**config.mk**
```make
export PLATFORM = sky130hd
export DESIGN_NAME = float32_dot_product_unit
export DESIGN_NICKNAME = d
export VERILOG_FILES = /design/src/fdp_pkg.sv /design/src/fdp_mul.sv /design/src/fdp_acc.sv /design/src/float32_dot_product_unit.sv
export SDC_FILE = /design/constraint.sdc
export NUM_CORES = 2
export LEC_CHECK = 0
export ABC_AREA = 1
export ABC_CLOCK_PERIOD_IN_PS = 18800
export BUFFER_PORTS_ARGS = -buffer_cell sky130_fd_sc_hd__buf_2
export CORE_UTILIZATION = 45
export CTS_CLUSTER_SIZE = 20
export DETAILED_ROUTE_END_ITERATION = 16
export PLACE_DENSITY = 0.59
export SYNTH_ARGS = -nofsm -noshare
export SYNTH_HDL_FRONTEND = slang
export SYNTH_SLANG_ARGS = --single-unit
export TNS_END_PERCENT = 50
```
**constraint.sdc**
```tcl
create_clock -name clock -period 18.8 [get_ports clock]
set_input_delay 0 -clock clock [delete_from_list [all_inputs] [get_ports clock]]
set_output_delay 0 -clock clock [all_outputs]
set_load 0.01 [all_outputs]
```
**src/fdp_pkg.sv**
```systemverilog
// types, constants and binary32 arithmetic functions of the dot product unit
package fdp_pkg;

   localparam logic [31:0] QNAN_BITS = 32'h7FC00000;

   typedef struct packed {
      logic valid;
      logic last;
   } ctl_type;

   function automatic logic [4:0] lzc27(logic [26:0] v);
      logic [4:0] n;
      logic       found;
      n = 5'd27;
      found = 1'b0;
      for (int i = 26; i >= 0; i--) begin
         if (!found && v[i]) begin
            n = 5'(26 - i);
            found = 1'b1;
         end
      end
      return n;
   endfunction

   function automatic logic [5:0] lzc48(logic [47:0] v);
      logic [5:0] n;
      logic       found;
      n = 6'd48;
      found = 1'b0;
      for (int i = 47; i >= 0; i--) begin
         if (!found && v[i]) begin
            n = 6'(47 - i);
            found = 1'b1;
         end
      end
      return n;
   endfunction

   // binary32 add, round to nearest even, nan made canonical
   function automatic logic [31:0] fp_add(logic [31:0] x, logic [31:0] y);
      logic        xn, yn, xi, yi;
      logic [31:0] big, sml;
      logic [7:0]  eb, es, d;
      logic [23:0] mb, ms;
      logic [26:0] ab, as_, sh;
      logic        sticky;
      logic [27:0] s;
      logic [26:0] n;
      logic [4:0]  lz;
      logic [8:0]  e, shamt;
      logic [7:0]  ef;
      logic        up;
      logic [31:0] r;
      xn = (&x[30:23]) && (|x[22:0]);
      yn = (&y[30:23]) && (|y[22:0]);
      xi = (&x[30:23]) && !(|x[22:0]);
      yi = (&y[30:23]) && !(|y[22:0]);
      r = 32'd0;
      if (xn || yn || (xi && yi && (x[31] != y[31]))) begin
         r = QNAN_BITS;
      end else if (xi) begin
         r = x;
      end else if (yi) begin
         r = y;
      end else begin
         if (x[30:0] >= y[30:0]) begin
            big = x;
            sml = y;
         end else begin
            big = y;
            sml = x;
         end
         eb = (big[30:23] == 8'd0) ? 8'd1 : big[30:23];
         es = (sml[30:23] == 8'd0) ? 8'd1 : sml[30:23];
         mb = {|big[30:23], big[22:0]};
         ms = {|sml[30:23], sml[22:0]};
         d = eb - es;
         ab = {mb, 3'b000};
         as_ = {ms, 3'b000};
         if (d >= 8'd27) begin
            sh = {26'd0, |ms};
         end else begin
            sticky = |(as_ & ((27'd1 << d) - 27'd1));
            sh = (as_ >> d) | {26'd0, sticky};
         end
         if (big[31] == sml[31]) begin
            s = {1'b0, ab} + {1'b0, sh};
         end else begin
            s = {1'b0, ab} - {1'b0, sh};
         end
         if (s == 28'd0) begin
            r = {big[31] & sml[31], 31'd0};
         end else begin
            if (s[27]) begin
               n = s[27:1] | {26'd0, s[0]};
               e = {1'b0, eb} + 9'd1;
            end else begin
               lz = lzc27(s[26:0]);
               shamt = ({4'd0, lz} < ({1'b0, eb} - 9'd1)) ? {4'd0, lz} : ({1'b0, eb} - 9'd1);
               n = s[26:0] << shamt;
               e = {1'b0, eb} - shamt;
            end
            if (e >= 9'd255) begin
               r = {big[31], 8'hFF, 23'd0};
            end else begin
               ef = n[26] ? e[7:0] : 8'd0;
               up = n[2] & (n[1] | n[0] | n[3]);
               r = {big[31], ef, n[25:3]} + {31'd0, up};
            end
         end
      end
      return r;
   endfunction

   // normalize and round a raw significand product
   function automatic logic [31:0] fp_mul_round(logic sgn, logic [8:0] eab, logic [47:0] p,
                                                logic nan, logic inf);
      logic [5:0]         lz;
      logic [47:0]        q, qs;
      logic signed [10:0] e;
      logic [10:0]        rs;
      logic               sticky, up;
      logic [7:0]         ef;
      logic [31:0]        r;
      r = 32'd0;
      if (nan) begin
         r = QNAN_BITS;
      end else if (inf) begin
         r = {sgn, 8'hFF, 23'd0};
      end else if (p == 48'd0) begin
         r = {sgn, 31'd0};
      end else begin
         lz = lzc48(p);
         q = p << lz;
         e = $signed({2'b00, eab}) - 11'sd126 - $signed({5'd0, lz});
         if (e > 11'sd254) begin
            r = {sgn, 8'hFF, 23'd0};
         end else begin
            if (e < 11'sd1) begin
               rs = 11'(11'sd1 - e);
               if (rs >= 11'd48) begin
                  qs = {47'd0, |q};
               end else begin
                  sticky = |(q & ((48'd1 << rs) - 48'd1));
                  qs = (q >> rs) | {47'd0, sticky};
               end
               ef = 8'd0;
            end else begin
               qs = q;
               ef = e[7:0];
            end
            up = qs[23] & ((|qs[22:0]) | qs[24]);
            r = {sgn, ef, qs[46:24]} + {31'd0, up};
         end
      end
      return r;
   endfunction

endpackage

```
**src/fdp_mul.sv**
```systemverilog
// binary32 multiplier: significand product stage, then normalize and round stage
module fdp_mul
   import fdp_pkg::*;
(
   input  logic        clock,
   input  logic        reset,
   input  logic        advance,
   input  ctl_type     ctl_in,
   input  logic [31:0] a_bits,
   input  logic [31:0] b_bits,
   output ctl_type     ctl_out,
   output logic [31:0] prod_bits
);

   logic        an, bn, ai, bi, az, bz;
   ctl_type     ctl1_ff, ctl2_ff;
   logic        sgn_ff, nan_ff, inf_ff;
   logic [8:0]  eab_ff;
   logic [47:0] p_ff;
   logic [31:0] prod_ff;
   logic [7:0]  ea, eb;

   always_comb begin
      an = (&a_bits[30:23]) && (|a_bits[22:0]);
      bn = (&b_bits[30:23]) && (|b_bits[22:0]);
      ai = (&a_bits[30:23]) && !(|a_bits[22:0]);
      bi = (&b_bits[30:23]) && !(|b_bits[22:0]);
      az = (a_bits[30:0] == 31'd0);
      bz = (b_bits[30:0] == 31'd0);
      ea = (a_bits[30:23] == 8'd0) ? 8'd1 : a_bits[30:23];
      eb = (b_bits[30:23] == 8'd0) ? 8'd1 : b_bits[30:23];
   end

   always_ff @(posedge clock) begin
      if (reset) begin
         ctl1_ff <= '0;
         ctl2_ff <= '0;
      end else if (advance) begin
         ctl1_ff <= ctl_in;
         ctl2_ff <= ctl1_ff;
      end
   end

   always_ff @(posedge clock) begin
      if (advance) begin
         sgn_ff <= a_bits[31] ^ b_bits[31];
         nan_ff <= an || bn || (ai && bz) || (bi && az);
         inf_ff <= ai || bi;
         eab_ff <= {1'b0, ea} + {1'b0, eb};
         p_ff <= {|a_bits[30:23], a_bits[22:0]} * {|b_bits[30:23], b_bits[22:0]};
         prod_ff <= fp_mul_round(sgn_ff, eab_ff, p_ff, nan_ff, inf_ff);
      end
   end

   assign ctl_out = ctl2_ff;
   assign prod_bits = prod_ff;

endmodule

```
**src/fdp_acc.sv**
```systemverilog
// accumulators with parity steering and the final pair of sums
module fdp_acc
   import fdp_pkg::*;
#(
   parameter int ACCUMULATORS = 2
) (
   input  logic        clock,
   input  logic        reset,
   input  logic        advance,
   input  ctl_type     ctl_in,
   input  logic [31:0] prod_bits,
   output logic        fin_valid,
   output logic [31:0] fin_x,
   output logic [31:0] fin_y
);

   logic [31:0] sum_even_ff, sum_odd_ff, sum_even_in, sum_odd_in;
   logic        parity_ff, parity_in, to_odd;
   logic        fin_valid_ff;
   logic [31:0] fin_x_ff, fin_y_ff, acc_sum;

   always_comb begin
      to_odd = (ACCUMULATORS >= 2) && parity_ff;
      acc_sum = fp_add(to_odd ? sum_odd_ff : sum_even_ff, prod_bits);
      sum_even_in = to_odd ? sum_even_ff : acc_sum;
      sum_odd_in = to_odd ? acc_sum : sum_odd_ff;
      parity_in = (ACCUMULATORS >= 2) ? !parity_ff : 1'b0;
   end

   always_ff @(posedge clock) begin
      if (reset) begin
         sum_even_ff <= 32'd0;
         sum_odd_ff <= 32'd0;
         parity_ff <= 1'b0;
         fin_valid_ff <= 1'b0;
      end else if (advance) begin
         fin_valid_ff <= ctl_in.valid && ctl_in.last;
         if (ctl_in.valid) begin
            if (ctl_in.last) begin
               sum_even_ff <= 32'd0;
               sum_odd_ff <= 32'd0;
               parity_ff <= 1'b0;
            end else begin
               sum_even_ff <= sum_even_in;
               sum_odd_ff <= sum_odd_in;
               parity_ff <= parity_in;
            end
         end
      end
   end

   always_ff @(posedge clock) begin
      if (advance) begin
         fin_x_ff <= sum_even_in;
         fin_y_ff <= sum_odd_in;
      end
   end

   assign fin_valid = fin_valid_ff;
   assign fin_x = fin_x_ff;
   assign fin_y = fin_y_ff;

endmodule

```
**src/float32_dot_product_unit.sv**
```systemverilog
// Streaming binary32 dot product. One pair is taken per clock while the result side
// is not stalled; the result of a vector then passes through the product, rounding,
// accumulate and final add registers, which follow the input register that the taking
// edge loads. The rate of one pair per cycle is set by the accumulate adder, whose
// loop back into its sum register is combinational.
// Multiply and add round separately to nearest even, subnormals are kept, and a nan
// result is always 0x7FC00000. The whole pipeline holds while a result waits stalled.
module float32_dot_product_unit
   import fdp_pkg::*;
#(
   parameter int ACCUMULATORS = 2
) (
   input  logic        clock,
   input  logic        reset,
   input  logic        req_valid,
   output logic        req_stall,
   input  logic [31:0] req_a_bits,
   input  logic [31:0] req_b_bits,
   input  logic        req_last_element,
   output logic        rsp_valid,
   input  logic        rsp_stall,
   output logic [31:0] rsp_result_bits
);

   logic        advance;
   ctl_type     in_ctl_ff, mul_ctl;
   logic [31:0] a_ff, b_ff, prod_bits, fin_x, fin_y;
   logic        fin_valid;
   logic        rsp_valid_ff;
   logic [31:0] rsp_result_ff;

   assign advance = !(rsp_valid_ff && rsp_stall);
   assign req_stall = !advance;

   always_ff @(posedge clock) begin
      if (reset) begin
         in_ctl_ff <= '0;
         rsp_valid_ff <= 1'b0;
      end else if (advance) begin
         in_ctl_ff <= '{valid: req_valid, last: req_last_element};
         rsp_valid_ff <= fin_valid;
      end
   end

   always_ff @(posedge clock) begin
      if (advance) begin
         a_ff <= req_a_bits;
         b_ff <= req_b_bits;
         rsp_result_ff <= fp_add(fin_x, fin_y);
      end
   end

   fdp_mul u_mul (
      .clock     (clock),
      .reset     (reset),
      .advance   (advance),
      .ctl_in    (in_ctl_ff),
      .a_bits    (a_ff),
      .b_bits    (b_ff),
      .ctl_out   (mul_ctl),
      .prod_bits (prod_bits)
   );

   fdp_acc #(
      .ACCUMULATORS (ACCUMULATORS)
   ) u_acc (
      .clock     (clock),
      .reset     (reset),
      .advance   (advance),
      .ctl_in    (mul_ctl),
      .prod_bits (prod_bits),
      .fin_valid (fin_valid),
      .fin_x     (fin_x),
      .fin_y     (fin_y)
   );

   assign rsp_valid = rsp_valid_ff;
   assign rsp_result_bits = rsp_result_ff;

endmodule

```
==> results by group <==
Route
  • WL final: roughly 230000 um
  • Wire per inst: 20.5 um
  • Detail Route Antenna Nets: 0
  • Pre-Repair DR Iteration Count: 9
  • Via count: 64300
  • Initial DRC count: roughly 7000
  • Drt via density: around 5.7
  • DRC: 0

Critical path
  • Worst Setup Start Kind: register
  • Arr. time, crit path: between 15 and 20 ns
  • Worst path required time: approximately 19 ns
  • Crit-path leading delay family: simple AND/OR/NAND/NOR gates
  • R2R depth: between 90 and 100
  • Crit path buf inv count: 13
  • Worst Setup EP: rsp_result_bits[20]
  • CP most frequent cell: nand2_1
  • CP max FO: 33
  • R2R Path Start: u_acc.fin_y[14]
  • Critical Path Start: u_acc.fin_y[14]
  • Reg2Reg Setup Slack: 2.00 ns
  • Delay of the slowest critical-path stage: 0.53 ns
  • Critical Path Slowest Stage Cell: inv_2
  • WP depth: slightly below 100
  • RR Endpoint: rsp_result_bits[20]
  • Critical Path End Type: register
  • Critical path class: register to register

Synth
  • Ys flop type: edfxtp_1
  • Post-Syn Area: 0.0621 sq mm
  • Yosys cell types: between 80 and 90
  • Register bit total from synthesis: 325
  • Post-synth ARST share: 0%
  • EDFF count, synth: ~250
  • Synth Instances: 9583
  • Synth warn: 0
  • Seq/Total Area, Yosys: 14.5%
  • Syn_nets: roughly 11000
  • Synthesized area per cell: between 6 and 7 sq um

Global routing
  • Largest net degree at the start of global routing: approximately 140
  • Antenna violations before repair: 0
  • Global-route usage over all layers: 32.7%
  • GR Overflow Total: 0
  • First-pass GRT wire length: approximately 360000 um
  • Vias in the first global route: slightly above 60000

Die
  • Full die area: about 0.14 sq mm
  • Starting density of the core: between 40% and 50%
  • Core area: between 0.1 and 0.15 sq mm
  • Die extent in x: approximately 370 um
  • Io pins: roughly 100
  • Row count: between 100 and 150
  • Die Span Y: 373 um

STA
  • Fin crit share: about nine tenths
  • Slew HR: between 20% and 30%
  • RSZ-0062 raised after global routing: false
  • Worst-Margin Slew: ~1.2 ns
  • Tmin final: 16.80 ns
  • F_max: ~60 MHz
  • Pins Over Slew Limit: 0
  • Final count of hold timing violations: 0
  • Setup violations, final: 0
  • Worst Clk Skew: about 0.041 ns
  • Setup TNS Final: 0 ns

Final layout
  • Layout cells sized above 1: under 10%
  • Final net count: roughly 10000
  • Non-Filler Instances: roughly 11000
  • Fillers: between 10000 and 15000
  • Reg area: 0.00903 sq mm
  • Antenna cells: 0
  • Most frequent cells in the layout: nand2_1 (2732), inv_1 (1506), nand3_1 (922), nor2_1 (617), o21ai_0 (503)
  • Area grow syn2layout: 6.32%
  • Multi-input gate area: ~0.045 sq mm
  • Leading cell type in the layout, fill and taps excluded: nand2_1
  • Post-route cell area: around 0.066 sq mm

Flow run
  • Maxcap violations: 0

Clock tree
  • H-tree level count: 2
  • CTS tree: done
  • Clk sinks: about 330
  • CTS clock-pin slew for the worst setup and hold paths: approximately 0.06 ns
  • CTS buffer count: 42
  • Clk buf depth: 3
  • Root Buffer: clkbuf_16
  • Worst-Skew Late Latency: approximately 0.64 ns

Place
  • Area after DPL: 0.0639 sq mm
  • PortBufs: about 100
  • Placed cells: ~11000
  • Gp weighted congestion: about 1.0
  • Post-detail-place hpwl: 180000 um

Status
  • Status: completed

Hold path
  • Hold/Removal Path Class: input port to register
layout make-up:
class / instances / area share [%]
multi-input combinational: 7238 / 68.4
sequential: 325 / 13.7
inverter: 1561 / 8.88
timing repair buffer: 322 / 3.56
tap: 1781 / 3.38
clock buffer: 47 / 1.64
clock inverter: 31 / 0.474
sequential cells by signal, summed over array words and instances (netlist names), 2 cells and up:
register / count
rsp_result_bits: 32
u_mul.ctl1_ff: 2
u_acc.fin_y: 32
b_ff: 32
u_acc.fin_x: 32
a_ff: 32
u_acc.sum_odd_ff: 32
u_acc.sum_even_ff: 32
u_mul.eab_ff: 9
u_mul.p_ff: 48
u_mul.ctl_out: 2
in_ctl_ff: 2
u_mul.prod_bits: 32
synth_stat cells (all sizes together) (12+ instances only):
cell type | number | area [sq um]
a211oi | 16 | 120
a21boi | 18 | 143
a21o | 12 | 90.1
a21oi | 369 | 1880
a31oi | 37 | 238
and2 | 24 | 150
buf | 161 | 957
clkbuf | 291 | 1100
clkinv | 13 | 48.8
dfxtp | 73 | 1460
edfxtp | 252 | 7570
fa | 490 | 9810
ha | 399 | 4990
inv | 1548 | 5810
mux2i | 30 | 300
nand2 | 2785 | 10600
nand3 | 944 | 4850
nand3b | 13 | 97.6
nand4 | 219 | 1400
nor2 | 671 | 2740
nor3 | 79 | 415
nor4 | 69 | 447
o2111ai | 24 | 210
o211ai | 40 | 300
o21a | 17 | 128
o21ai | 592 | 3030
o21bai | 18 | 135
o22ai | 56 | 363
o31ai | 15 | 113
or2 | 57 | 357
xnor2 | 34 | 298
xor2 | 133 | 1210
how the worst min path moves through the flow:
stage	startpoint	to	slack [ns]	cells after the start
after detailed placement	req_b_bits[3]	b_ff[3]	0.18	1
after CTS	req_a_bits[6]	a_ff[6]	0.02	2
after floorplan	req_a_bits[0]	a_ff[0]	0.1	0
after global placement	req_b_bits[31]	b_ff[31]	0.18	1
after global routing	req_b_bits[1]	b_ff[1]	0.05	2
final	reset	rsp_valid	0.03	3
per-layer routing:
layer,track usage [%],vias up,routed length (um)
li1,-,30700,-
met1,43.4,30300,98100
met2,54.2,2813,107000
met3,3.69,540,17000
met4,12.9,0,10000
met5,0,-,0
cells by family (layout without fill, tap and decap cells):
logic type / after synthesis / in the layout / share of synthesized area, %
AOI/OAI and AO/OA: 1273 / 1273 / 11.7
xor gates and xnor gates: 167 / 167 / 2.43
adders and majority gates: 889 / 889 / 23.8
buffers and inverters: 2020 / 1961 / 12.8
DFF: 325 / 325 / 14.5
muxes: 30 / 30 / 0.484
and+or+nand+nor: 4879 / 4879 / 34.2
metrics by stage:
| step | worst slack, ns | util [%] | hold WS (ns) |
|---|---|---|---|
| finish | 2.00 | 48.5 | 0.0342 |
| global route | 0.0580 | 48.5 | 0.0485 |
| CTS | 1.50 | 48.5 | 0.0154 |
| detailed placement | 1.61 | 47.0 | 0.178 |
| global placement | 1.95 | 47.0 | 0.177 |
| floorplan | 4.66 | - | 0.0989 |
timing repair:
action / in CTS / in global routing
endpoints found under the setup margin: 0 / 27
endpoints found under the hold margin: 66 / 0
setup buffers: 0 / 3
gates resized for setup: 0 / 4
hold buffers: 66 / 0
worst register-to-register path, delay by kind of cell (launching register included):
kind	cells	cell delay, ns
DFF	1	0.39
adders and majority gates	7	1.74
buffers and inverters	13	2.10
AOI/OAI and AO/OA	17	3.11
and+or+nand+nor	61	9.17
xor gates and xnor gates	1	0.16
Power is not shown: default switching activity piles up to over one toggle a cycle in this logic, so the estimate is an artifact.
